===== config.mk =====
export PLATFORM = sky130hd
export DESIGN_NAME = motion_session_detector
export DESIGN_NICKNAME = d
export VERILOG_FILES = /design/src/rtl/msd_pkg.sv /design/src/rtl/msd_step.sv /design/src/rtl/motion_session_detector.sv
export SDC_FILE = /design/constraint.sdc
export NUM_CORES = 1
export LEC_CHECK = 0
export ABC_AREA = 0
export BUFFER_PORTS_ARGS = -buffer_cell sky130_fd_sc_hd__buf_2
export CORE_ASPECT_RATIO = 1.5
export CORE_MARGIN = 2
export CORE_UTILIZATION = 55
export CTS_BUF_LIST = sky130_fd_sc_hd__clkbuf_8
export CTS_CLUSTER_SIZE = 10
export DETAILED_ROUTE_END_ITERATION = 10
export HOLD_SLACK_MARGIN = 0.08
export PLACE_DENSITY = 0.83
export SLEW_MARGIN = 20
export SYNTH_ARGS = -nofsm -noshare
export SYNTH_HDL_FRONTEND = slang
export SYNTH_SLANG_ARGS = --single-unit

===== constraint.sdc =====
create_clock -name clk -period 11.5 [get_ports clk]
set_input_delay 1.15 -clock clk [delete_from_list [all_inputs] [get_ports clk]]
set_output_delay 1.15 -clock clk [all_outputs]
set_load 0.05 [all_outputs]

===== src/rtl/msd_pkg.sv =====
// Package for the motion session detector.
// Holds event codes, register indexes, reset values and the flag struct.
// No dependencies.
package msd_pkg;

  localparam int TIME_W = 32;
  localparam int THR_W  = 16;
  localparam int CFG_W  = 32;

  typedef logic [0:0] cfg_index_t;

  localparam cfg_index_t CFG_THRESHOLD = 1'b0;
  localparam cfg_index_t CFG_TIMEOUT   = 1'b1;

  localparam logic [THR_W-1:0]  THRESHOLD_RESET = 16'd1000;
  localparam logic [TIME_W-1:0] TIMEOUT_RESET   = 32'd10000;

  typedef enum logic {
    KIND_START = 1'b0,
    KIND_END   = 1'b1
  } event_kind_t;

  typedef struct packed {
    logic motion;
    logic start;
    logic finish;
  } msd_flags_t;

endpackage


===== src/rtl/msd_step.sv =====
// Combinational evaluation of one sample against the session state.
// Produces the next state and the event flags; depends on msd_pkg.
module msd_step #(
  parameter int SAMPLE_WIDTH = 16,
  parameter int TOTAL_WIDTH  = 40
) (
  input  logic [SAMPLE_WIDTH-1:0]       sample,
  input  logic [SAMPLE_WIDTH-1:0]       prev_sample,
  input  logic [msd_pkg::TIME_W-1:0]    now_ms,
  input  logic [msd_pkg::THR_W-1:0]     threshold,
  input  logic [msd_pkg::TIME_W-1:0]    timeout,
  input  logic                          session_on,
  input  logic [TOTAL_WIDTH-1:0]        running_total,
  input  logic [msd_pkg::TIME_W-1:0]    last_motion,
  output msd_pkg::msd_flags_t           flags,
  output logic                          session_nxt,
  output logic [TOTAL_WIDTH-1:0]        total_nxt,
  output logic [msd_pkg::TIME_W-1:0]    last_nxt
);

  localparam int CMP_W = (SAMPLE_WIDTH > msd_pkg::THR_W) ? SAMPLE_WIDTH : msd_pkg::THR_W;
  localparam int SUM_W = ((TOTAL_WIDTH > SAMPLE_WIDTH) ? TOTAL_WIDTH : SAMPLE_WIDTH) + 1;

  logic signed [SAMPLE_WIDTH:0]  delta;
  logic        [SAMPLE_WIDTH:0]  delta_abs;
  logic        [SAMPLE_WIDTH-1:0] diff;
  logic                          motion;
  logic                          start;
  logic        [TOTAL_WIDTH-1:0] base;
  logic        [SUM_W-1:0]       sum;
  logic                          sat;
  logic                          active;
  logic        [msd_pkg::TIME_W-1:0] idle;
  logic                          finish;

  always_comb begin
    delta     = $signed({sample[SAMPLE_WIDTH-1], sample})
              - $signed({prev_sample[SAMPLE_WIDTH-1], prev_sample});
    delta_abs = delta[SAMPLE_WIDTH] ? (~delta + 1'b1) : delta;
    diff      = delta_abs[SAMPLE_WIDTH-1:0];
    motion    = CMP_W'(diff) > CMP_W'(threshold);
    start     = motion && !session_on;
    base      = start ? '0 : running_total;
    sum       = SUM_W'(base) + SUM_W'(diff);
    sat       = |sum[SUM_W-1:TOTAL_WIDTH];
    total_nxt = motion ? (sat ? {TOTAL_WIDTH{1'b1}} : sum[TOTAL_WIDTH-1:0]) : running_total;
    last_nxt  = motion ? now_ms : last_motion;
    active    = session_on || motion;
    idle      = now_ms - last_nxt;
    finish    = active && (idle > timeout);
    session_nxt  = active && !finish;
    flags.motion = motion;
    flags.start  = start;
    flags.finish = finish;
  end

endmodule


===== src/rtl/motion_session_detector.sv =====
// Top level of the motion session detector: stream ports, registers, config.
// Depends on msd_pkg and msd_step.
//
// One item enters per clock unless a stalled output register holds the input.
// An accepted sample is held in the input register, evaluated against the
// session state in a single pass, and its event, if any, lands in the output
// register; the sustained rate is one item per cycle, set by the loop through
// the session state registers. A start event carries a total of zero; an end
// event carries the saturated sum of the session.
module motion_session_detector #(
  parameter int SAMPLE_WIDTH = 16,
  parameter int TOTAL_WIDTH  = 40
) (
  input  logic                        clk,
  input  logic                        rst_n,
  input  logic                        in_tvalid,
  output logic                        in_tready,
  // Fields from bit 0 up: sample_value, now_ms, zero fill.
  input  logic [((SAMPLE_WIDTH+msd_pkg::TIME_W+7)/8)*8-1:0] in_tdata,
  output logic                        out_tvalid,
  input  logic                        out_tready,
  // Fields from bit 0 up: motion_total, event_time_ms, zero fill.
  output logic [((TOTAL_WIDTH+msd_pkg::TIME_W+7)/8)*8-1:0] out_tdata,
  // Fields from bit 0 up: event_kind.
  output logic                        out_tuser,
  input  logic                        cfg_we,
  input  msd_pkg::cfg_index_t         cfg_index,
  input  logic [msd_pkg::CFG_W-1:0]   cfg_wdata
);

  localparam int OUT_W = ((TOTAL_WIDTH + msd_pkg::TIME_W + 7) / 8) * 8;

  logic [msd_pkg::THR_W-1:0]  threshold_r;
  logic [msd_pkg::TIME_W-1:0] timeout_r;

  logic                       s1_valid_r;
  logic [SAMPLE_WIDTH-1:0]    s1_sample_r;
  logic [msd_pkg::TIME_W-1:0] s1_now_r;

  logic [SAMPLE_WIDTH-1:0]    prev_sample_r;
  logic                       session_on_r;
  logic [TOTAL_WIDTH-1:0]     total_r;
  logic [msd_pkg::TIME_W-1:0] last_motion_r;

  logic                       out_valid_r;
  msd_pkg::event_kind_t       out_kind_r;
  logic [TOTAL_WIDTH-1:0]     out_total_r;
  logic [msd_pkg::TIME_W-1:0] out_time_r;

  msd_pkg::msd_flags_t        flags;
  logic                       session_nxt;
  logic [TOTAL_WIDTH-1:0]     total_nxt;
  logic [msd_pkg::TIME_W-1:0] last_nxt;
  logic                       proc;
  logic                       in_fire;

  assign proc      = s1_valid_r && (!out_valid_r || out_tready);
  assign in_tready = !s1_valid_r || proc;
  assign in_fire   = in_tvalid && in_tready;

  msd_step #(
    .SAMPLE_WIDTH(SAMPLE_WIDTH),
    .TOTAL_WIDTH (TOTAL_WIDTH)
  ) u_step (
    .sample       (s1_sample_r),
    .prev_sample  (prev_sample_r),
    .now_ms       (s1_now_r),
    .threshold    (threshold_r),
    .timeout      (timeout_r),
    .session_on   (session_on_r),
    .running_total(total_r),
    .last_motion  (last_motion_r),
    .flags        (flags),
    .session_nxt  (session_nxt),
    .total_nxt    (total_nxt),
    .last_nxt     (last_nxt)
  );

  always_ff @(posedge clk) begin
    if (!rst_n) begin
      threshold_r <= msd_pkg::THRESHOLD_RESET;
      timeout_r   <= msd_pkg::TIMEOUT_RESET;
    end else if (cfg_we) begin
      case (cfg_index)
        msd_pkg::CFG_THRESHOLD: threshold_r <= cfg_wdata[msd_pkg::THR_W-1:0];
        msd_pkg::CFG_TIMEOUT:   timeout_r   <= cfg_wdata[msd_pkg::TIME_W-1:0];
        default: ;
      endcase
    end
  end

  always_ff @(posedge clk) begin
    if (!rst_n) begin
      s1_valid_r <= 1'b0;
    end else if (in_tready) begin
      s1_valid_r <= in_tvalid;
    end
    if (in_fire) begin
      s1_sample_r <= in_tdata[SAMPLE_WIDTH-1:0];
      s1_now_r    <= in_tdata[SAMPLE_WIDTH+msd_pkg::TIME_W-1:SAMPLE_WIDTH];
    end
  end

  always_ff @(posedge clk) begin
    if (!rst_n) begin
      prev_sample_r <= '0;
      session_on_r  <= 1'b0;
      total_r       <= '0;
      last_motion_r <= '0;
    end else if (proc) begin
      prev_sample_r <= s1_sample_r;
      session_on_r  <= session_nxt;
      total_r       <= total_nxt;
      last_motion_r <= last_nxt;
    end
  end

  always_ff @(posedge clk) begin
    if (!rst_n) begin
      out_valid_r <= 1'b0;
    end else if (proc) begin
      out_valid_r <= flags.start || flags.finish;
    end else if (out_tready) begin
      out_valid_r <= 1'b0;
    end
    if (proc) begin
      out_kind_r  <= flags.finish ? msd_pkg::KIND_END : msd_pkg::KIND_START;
      out_total_r <= flags.finish ? total_r : '0;
      out_time_r  <= s1_now_r;
    end
  end

  assign out_tvalid = out_valid_r;
  assign out_tuser  = out_kind_r;
  assign out_tdata  = OUT_W'({out_time_r, out_total_r});

  a_start_total_zero: assert property (@(posedge clk) disable iff (!rst_n)
    (out_valid_r && out_kind_r == msd_pkg::KIND_START) |-> (out_total_r == '0))
    else $error("start event carries a nonzero total");

  a_rise_emits_start: assert property (@(posedge clk) disable iff (!rst_n)
    $rose(session_on_r) |-> (out_valid_r && out_kind_r == msd_pkg::KIND_START))
    else $error("session opened without a start event");

  a_fall_emits_end: assert property (@(posedge clk) disable iff (!rst_n)
    $fell(session_on_r) |-> (out_valid_r && out_kind_r == msd_pkg::KIND_END
                             && out_total_r == total_r))
    else $error("session closed without a matching end event");

  a_end_needs_session: assert property (@(posedge clk) disable iff (!rst_n)
    (proc && flags.finish) |-> (session_on_r || flags.motion) && !flags.start)
    else $error("end event without an active session");

endmodule


# == Yosys cells after proc, flatten, opt, wreduce, memory -nomap -nowiden ==
# Cells that the tools add are included.
# op_classes
n_addsub,4
multipliers,0
div_mod_pow,0
order_cmp,2
eq_ne,0
n_shift,0
muxes,7
n_bitwise,2
reduce_logical,17
# op_table
operator,n
40-bit two-way mux,2
40-bit by 16-bit adder with 41-bit output,1
32-bit > comparator,1
32-bit two-way mux,1
32-bit subtractor,1
16-bit by 16-bit subtractor with 17-bit output,1
"16-bit by 1-bit adder with 16-bit output, second input constant",1
16-bit > comparator,1
16-bit two-way mux,1
16-bit inverter,1
2-bit AND reduction,3
1-bit logical AND,5
1-bit logical NOT,4
1-bit logical OR,4
1-bit two-way mux,3
2-bit nonzero test,1
1-bit inverter,1
# totals
register_bits,260
latchBits,0
ramBits,0
romBits,0
mem_count,0

# == Longest topological paths before layout ==
# Gate-level depths: netlist of run 1.
# logic_depth
ltp_word,11
ltp_mapped,45

# == By module ==
# From an unflattened synthesis of run 1, not the netlist that was laid out.
# hier_totals
hier_cells,1676
area_unflattened_um2,15488.6
# by_module_without_submodules
module,n_inst,cells_each,area_each_um2,seq_area_each_um2
motion_session_detector,1,773,9365.2,6416.2
msd_step,1,903,6123.4,0.0

# == Least setup slack after synthesis of run 1 ==
# Ideal clock, no wire load.
# synth_timing
path_type,reg2reg
from,reg s1_sample_r[0]
to,"reg out_total_r[0], data pin"
t_arrival_ns,9.331
required_time_ns,11.231
setup_slack_ns,1.899
stages_incl_launch_ff,39
n_path_buf,2
period_less_slack_ns,9.601
cell_sequence,edfxtp_1 > inv_1 > ha_1 > fa_1 > nand2b_1 > a21boi_1 > o21a_1 > o2111ai_1 > and3_1 > a211oi_2 > or4b_4 > o41a_1 > a311o_1 > xnor2_1 > ha_1 > nand4_1 > or3_1 > o2111a_1 > [... 3 more ...] > ha_1 > nand2_1 > or4b_1 > o21bai_1 > nand2_1 > a41oi_1 > a31oi_1 > o211ai_1 > o21ai_1 > or4_1 > and3_1 > ha_1 > nand4_1 > nor4_1 > nand4_1 > o21ai_1 > clkbuf_1 > nor3b_1
# synth_via
elab_chain_cells,9
elab_cells_between_ends,10
# synth_rtl
item,line,rtl
start: declaration,motion_session_detector.sv:37,logic [SAMPLE_WIDTH-1:0] s1_sample_r;
start signal: assignment,motion_session_detector.sv:99,s1_sample_r <= in_tdata[SAMPLE_WIDTH-1:0];
16-bit by 16-bit subtractor with 17-bit output (*),msd_step.sv:38,"- $signed({prev_sample[SAMPLE_WIDTH-1], prev_sample});"
16-bit inverter,msd_step.sv:39,delta_abs = delta[SAMPLE_WIDTH] ? (~delta + 1'b1) : delta;
16-bit by 1-bit adder with 16-bit output,msd_step.sv:39,
16-bit two-way mux (*),msd_step.sv:39,
16-bit > comparator (*),msd_step.sv:41,motion = CMP_W'(diff) > CMP_W'(threshold);
32-bit two-way mux,msd_step.sv:47,last_nxt = motion ? now_ms : last_motion;
32-bit subtractor,msd_step.sv:49,idle = now_ms - last_nxt;
32-bit > comparator,msd_step.sv:50,finish = active && (idle > timeout);
1-bit logical AND (*),msd_step.sv:50,
end signal: assignment,motion_session_detector.sv:128,out_total_r <= flags.finish ? total_r : '0;
end: declaration,motion_session_detector.sv:47,logic [TOTAL_WIDTH-1:0] out_total_r;
# Every way passes the cells marked *; elsewhere a longest branch is shown, timed or not.
# A chain may end at the register's enable or synchronous reset.

# == Worst setup path after layout of run 1 ==
# layout_timing
from,reg s1_sample_r[0]
to,"reg out_total_r[3], data pin"
# The elaborated chain is that of the path after synthesis.

==> results by group, run 1 <==
Power and ir drop
  • Static Leak: 6.57 nW
  • Pwr dens: 186 mW/mm^2
  • Peak VDD IR: 0.116 mV

Floorplan
  • Die Height: 202 microns
  • FP Rows: 72
  • Die footprint: 0.0276 sq mm
  • Die W: 136 microns
  • Core Area: 0.0258 sq mm
  • Starting Density: 0.560
  • # IOs: 161

Setup path
  • Largest stage delay on the critical path: 0.55 ns
  • Crit end category: flop
  • Worst Path Max Fanout: 42
  • Critical path class: reg -> reg
  • Critical path required time: 11.78 ns
  • WP data arrival: 10.59 ns
  • CP max stage cell: or4_1
  • Critical path startpoint category: flop
  • Worst-case reg-to-reg path depth: 37

Cells and area
  • Util after Layout: 0.633
  • Fillers: 2,179
  • Fraction of layout cells with a size suffix above 1: 0.146
  • # nets final: 1,867
  • P&R area growth vs syn: 12.9%

Timing
  • Post-route minimum period: 10.31 ns
  • # setup viols final: 0
  • Worst-Margin Slew: 1.06 ns
  • Crit share post-route: 0.897
  • Slew headroom: 0.294
  • Maximum clock frequency: 97.0 MHz
  • RSZ-0062 raised after global routing: false
  • Total negative slack: 0 ns
  • Final max-slew violation count: 0
  • Clock Skew: 0.0330 ns
  • Hold Fails Final Rpt: 0

Clock tree
  • Post-CTS Setup Inserts: 0
  • Clk slew on worst S/H paths: 0.06 ns
  • H-tree levels: 2
  • CTS Hold Bufs: 0
  • Inserted Clock Buffers: 39
  • TritonCTS Sinks: 260
  • Root Buffer: clkbuf_8
  • Post-CTS Resized: 0
  • CTS tree: done
  • Longest Clk Path Bufs: 3
  • Clk_lat worst skew: 0.58 ns

Synth
  • Synthesized netlist net count: 1,713
  • Largest family of logic cells by synthesized area: compound AO/OA/AOI/OAI gates
  • Post-synth EDFFs: 121
  • Syn Inst Count: 1,512
  • Yosys top cell by area: edfxtp_1
  • Number of distinct library cells after synthesis: 68
  • Simple-gate portion of the synthesized area: 0.166
  • Post-synthesis mux area share: 0.0215
  • Synth warn: 0
  • Yosys top cell area share: 0.252
  • Synth Register Bits: 260
  • Synth Area in Compound Gates: 0.192
  • Top post-synthesis cells by area: edfxtp_1 25%, dfxtp_1 19%, ha_1 9.7%
  • Seq/Total Area, Yosys: 0.444
  • Top FF cell, synth: dfxtp_1
  • Post-synth ARST share: 0
  • Syn avg cell area: 9.55 sq um
  • Post-Synth Adder-Cell Area: 0.101
  • Post-Syn Area: 0.0144 sq mm
  • Post-Synth XOR/XNOR Area: 0.0352

Hold path
  • Hold Crit Depth: 2
  • Hold/Removal Path Class: reg -> reg

Drt
  • Post-DRT Antenna Nets: 0
  • Via density: 5.84
  • DRT Pass-1 Iters: 5
  • Detailed Route WL: 34,100 microns
  • Drt initial violations: 809
  • WL/cell: 16.8 microns
  • DRC viols: 0
  • Vias post-DR: 11,900

Place
  • GP Congestion: 0.914
  • Port Buffers: 160
  • Hpwl dp: 23,900 microns

Run
  • Max-Cap Viols: 0

Global route
  • Vias in the first global route: 11,500
  • GRT overflow: 0
  • Initial antenna violation count: 1
  • Gr usage total: 0.246
  • First-pass GRT wire length: 55,200 microns
  • Largest net degree at the start of global routing: 97

Status
  • Status: finished clean
## cells in the mapped netlist (7+ instances only)
cell type and number:
nand2_1 233, dfxtp_1 139, edfxtp_1 121, ha_1 112, inv_1 88, a21oi_1 85, a21boi_0 57, o21ai_0 56
nor2_1 55, clkbuf_1 52, nor3b_1 42, xnor2_1 36, a21boi_1 32, mux2i_1 31, a21o_1 29, and2_1 26
a31oi_1 22, nand4_1 22, o211ai_1 22, xor2_1 22, o21a_1 21, nor3_1 18, nand2b_1 17, nand3_1 17
and3_1 14, or3_1 10, nor2b_1 9, a211oi_1 8, nor4_1 8, o21ai_1 8, o221a_2 8, buf_1 7
o21bai_1 7
## cell families after synthesis
group | count (synthesis)
adder cells (fa/ha/maj) | 115
XOR/XNOR | 58
flip-flops | 260
multiplexers | 31
AND/OR/NAND/NOR | 490
AO/OA/AOI/OAI | 407
buffers and inverters | 151
## per-layer routing
metal  share of wire  global-route usage
met5               0                   0
met3           0.053              0.0382
met4           0.033              0.0923
met2            0.51               0.447
met1            0.40               0.289
## worst paths after layout
kind | start | endpoint | slack (ns)
hold reg to reg | last_motion_r[19]$_SDFFE_PN0P_ | last_motion_r[19]$_SDFFE_PN0P_ | 0.45
setup / recovery | s1_sample_r[0]$_DFFE_PP_ | out_total_r[3]$_SDFFCE_PN0P_ | 1.19
hold / removal | last_motion_r[19]$_SDFFE_PN0P_ | last_motion_r[19]$_SDFFE_PN0P_ | 0.45
setup reg to reg | s1_sample_r[0]$_DFFE_PP_ | out_total_r[3]$_SDFFCE_PN0P_ | 1.19
## flip-flops by register name, indices dropped and copies added, names as in the netlist
name and cells:
threshold_r 16, out_time_r 32, out_tuser 1, prev_sample_r 16
out_tvalid 1, timeout_r 32, s1_sample_r 16, s1_valid_r 1
last_motion_r 32, out_total_r 40, s1_now_r 32, total_r 40
session_on_r 1
## critical path, delay by kind of cell, from the launching register on
kind / cells / cell delay (ns)
flip-flops: 1 / 0.34
multiplexers: 1 / 0.32
AO/OA/AOI/OAI: 13 / 3.35
XOR/XNOR: 1 / 0.17
AND/OR/NAND/NOR: 15 / 3.83
buffers and inverters: 2 / 0.45
adder cells (fa/ha/maj): 5 / 1.54
## stage by stage
| step | total power, mW | area [sq um] | worst slack, ns | cells | hold WS [ns] |
|---|---|---|---|---|---|
| floorplan | 2.02 | 14400 | 1.90 | 1512 | 0.434 |
| global placement | 2.27 | 15600 | 1.77 | 1958 | 0.440 |
| detailed placement | 2.31 | 15600 | 1.35 | 1958 | 0.444 |
| CTS | 3.04 | 16300 | 1.29 | 2030 | 0.453 |
| global route | 3.22 | 16300 | 0.512 | 2031 | 0.473 |
| finish | 3.04 | 16300 | 1.19 | 2031 | 0.451 |
## cell type report
class / count / area [sq um] / share of cell area
Tap cell: 333 / 417 / 0.0256
Sequential cell: 260 / 6420 / 0.394
Antenna cell: 1 / 2.50 / 0.000154
Clock inverter: 30 / 164 / 0.0101
Clock buffer: 42 / 578 / 0.0355
Multi-Input combinational cell: 1101 / 7480 / 0.459
Inverter: 91 / 343 / 0.0210
Timing Repair Buffer: 173 / 901 / 0.0553
## layout by cell type, fill, tap and decap left out, types with 9 or more instances in the layout
master	count
nand3_1	17
buf_4	14
a31oi_1	22
a21oi_1	85
nor3_1	18
nand2_1	233
inv_1	105
xor2_1	22
nand2b_1	17
buf_2	159
ha_1	112
o211ai_1	22
dfxtp_1	139
o21a_1	21
edfxtp_1	121
and3_1	14
nand4_1	22
and2_1	25
mux2i_1	31
nor3b_1	42
a21boi_1	32
xnor2_1	36
clkbuf_8	42
nor2_1	52
a21o_1	29
or3_1	10
o21ai_0	56
nor2b_1	9
a21boi_0	57
## power breakdown
part / leakage [nW] / switching (mW) / total (mW) / internal (mW)
clock: 0.439 / 0.368 / 0.732 / 0.363
sequential: 2.28 / 0.0339 / 1.07 / 1.04
combinational: 3.85 / 0.763 / 1.23 / 0.471
total: 6.57 / 1.17 / 3.04 / 1.87
No activity file was read; power rests on OpenSTA's default activity.
==> inputs of run 2 (changes only) <==
Settings changed: CELL_PAD_IN_SITES_DETAIL_PLACEMENT set to 1, CELL_PAD_IN_SITES_GLOBAL_PLACEMENT set to 1, CORE_UTILIZATION 55 to 47, PLACE_DENSITY 0.83 to 0.89.
==> results by group, run 2 (synthesized netlist as in run 1, its figures left out) <==
Status
  • Status: finished clean

Drt
  • DRT Pass-1 Iters: 4 (-1)
  • Vias post-DR: 12,200 (+3.1%)
  • WL/cell: 19.6 microns (+17%)
  • Via density: 5.81 (-0.45%)
  • Detailed Route WL: 41,300 microns (+21%)
  • Drt initial violations: 512 (-37%)
  • Post-DRT Antenna Nets: 0 (unchanged)
  • DRC viols: 0 (unchanged)

Floorplan
  • Die Height: 219 microns (+8.0%)
  • Starting Density: 0.477 (-0.0832)
  • Die W: 147 microns (+7.9%)
  • # IOs: 161 (unchanged)
  • FP Rows: 78 (+8.3%)
  • Die footprint: 0.0322 sq mm (+17%)
  • Core Area: 0.0303 sq mm (+17%)

Setup path
  • WP data arrival: 10.87 ns (+0.28 ns)
  • R2R Path End: out_total_r[16]$_SDFFCE_PN0P_
  • Worst setup path end: out_total_r[16]$_SDFFCE_PN0P_
  • Crit end category: flop
  • CP max stage cell: or4b_4
  • Worst Path Max Fanout: 42 (unchanged)
  • Critical path required time: 11.80 ns (+0.02 ns)
  • Reg2reg setup slack: 0.93 ns (-0.26 ns)
  • Reg-to-Reg Start: s1_sample_r[0]$_DFFE_PP_
  • Largest stage delay on the critical path: 0.54 ns (about the same)
  • Critical path origin: s1_sample_r[0]$_DFFE_PP_
  • Worst-case reg-to-reg path depth: 37 (unchanged)
  • Critical path startpoint category: flop
  • Critical path class: reg -> reg

Global route
  • Initial antenna violation count: 0 (-1)
  • Gr usage total: 0.256 (+0.00959)
  • Vias in the first global route: 13,200 (+15%)
  • Largest net degree at the start of global routing: 97 (unchanged)
  • First-pass GRT wire length: 66,500 microns (+20%)
  • GRT overflow: 0 (unchanged)

Power and ir drop
  • Pwr dens: 192 mW/mm^2 (+3.0%)
  • Peak VDD IR: 0.0961 mV (-17%)
  • Static Leak: 6.61 nW (+0.68%)

Timing
  • Setup WS post-layout: 0.927 ns (-0.262 ns)
  • Maximum clock frequency: 94.6 MHz (-2.5%)
  • Post-route minimum period: 10.57 ns (+0.262 ns)
  • # setup viols final: 0 (unchanged)
  • RSZ-0062 raised after global routing: false
  • Total negative slack: 0 ns (unchanged)
  • WHS: 0.451 ns (+0.000754 ns)
  • Hold Fails Final Rpt: 0 (unchanged)
  • Clock Skew: 0.0209 ns (-0.0121 ns)
  • Slew headroom: 0.330 (+0.0358)
  • Worst-Margin Slew: 1.00 ns (-0.0572 ns)
  • Final max-slew violation count: 0 (unchanged)
  • Crit share post-route: 0.919 (+0.0228)

Run
  • Max-Cap Viols: 0 (unchanged)

Clock tree
  • Root Buffer: clkbuf_8
  • Post-CTS Setup Inserts: 0 (unchanged)
  • H-tree levels: 2 (unchanged)
  • CTS tree: done
  • Inserted Clock Buffers: 43 (+10%)
  • Longest Clk Path Bufs: 3 (unchanged)
  • Clk_lat worst skew: 0.58 ns (about the same)
  • Clk slew on worst S/H paths: 0.06 ns (about the same)
  • CTS Hold Bufs: 0 (unchanged)
  • TritonCTS Sinks: 260 (unchanged)
  • Post-CTS Resized: 0 (unchanged)

Cells and area
  • Biggest regs: out_total_r x40, total_r x40
  • Fraction of layout cells with a size suffix above 1: 0.151 (+0.00468)
  • P&R area growth vs syn: 14.2%
  • # nets final: 1,871 (+0.21%)
  • Commonest non-fill, non-tap cell in the layout: nand2_1
  • Most frequent cells in the layout: 232 x nand2_1, 159 x buf_2, 139 x dfxtp_1
  • Non-Filler Instances: 2,104 (+3.6%)
  • # diodes: 0 (-1)

Hold path
  • Hold/Removal Path Class: reg -> reg
  • Beginning of the worst hold path: last_motion_r[6]$_SDFFE_PN0P_

Place
  • Setup Slack @ Placement: 1.01 ns (-0.340 ns)
  • Port Buffers: 160 (unchanged)
  • GP Congestion: 0.882 (-3.4%)
  • Placed instance count: 2,025 (+3.4%)
  • Hpwl dp: 29,700 microns (+24%)
==> run 2: worst max-delay path, delay by kind of cell, from the launching register on <==
kind / cells / cell delay (ns)
compound gates: 13 / 3.40
xor+xnor: 1 / 0.18
flops: 1 / 0.34
simple gates: 14 / 3.74
buf+inv: 3 / 0.96
mux: 1 / 0.18
fa+ha+maj: 5 / 1.49
==> run 2: how the worst min path moves through the flow <==
stage / to / slack (ns) / cells past startpoint
after global placement: last_motion_r[8]$_SDFFE_PN0P_ / 0.44 / 2
final: last_motion_r[6]$_SDFFE_PN0P_ / 0.45 / 2
after CTS: last_motion_r[4]$_SDFFE_PN0P_ / 0.45 / 2
after detailed placement: last_motion_r[4]$_SDFFE_PN0P_ / 0.45 / 2
after floorplan: last_motion_r[10]$_SDFFE_PN0P_ / 0.43 / 2
after global routing: last_motion_r[19]$_SDFFE_PN0P_ / 0.47 / 2
==> run 2: through the flow <==
stage / area (sq um) / utilization / total power [mW]
after global routing: 16500 / 0.545 / 3.36
after global placement: 15600 / 0.517 / 2.28
after floorplan: 14400 / - / 2.02
final: 16500 / 0.545 / 3.16
after detailed placement: 15600 / 0.517 / 2.35
after CTS: 16500 / 0.545 / 3.18
==> run 2: report_power, final <==
group | leakage (nW) | switching (mW) | internal [mW]
clock | 0.484 | 0.382 | 0.435
sequential | 2.28 | 0.0392 | 1.04
combinational | 3.85 | 0.799 | 0.474
total | 6.61 | 1.22 | 1.94
==> run 2: metal layers <==
| metal | wire length (microns) | GRT usage |
|---|---|---|
| met1 | 16300 | 0.286 |
| met2 | 21500 | 0.475 |
| met3 | 1720 | 0.0407 |
| met4 | 1730 | 0.117 |
| met5 | 0 | 0 |
==> run 2: cell type report <==
type | instances | area, sq um
Fill cell | 3523 | 13800
Multi-Input combinational cell | 1101 | 7480
Sequential cell | 260 | 6420
Timing Repair Buffer | 173 | 901
Clock buffer | 49 | 674
Tap cell | 400 | 500
Inverter | 91 | 343
Clock inverter | 30 | 178
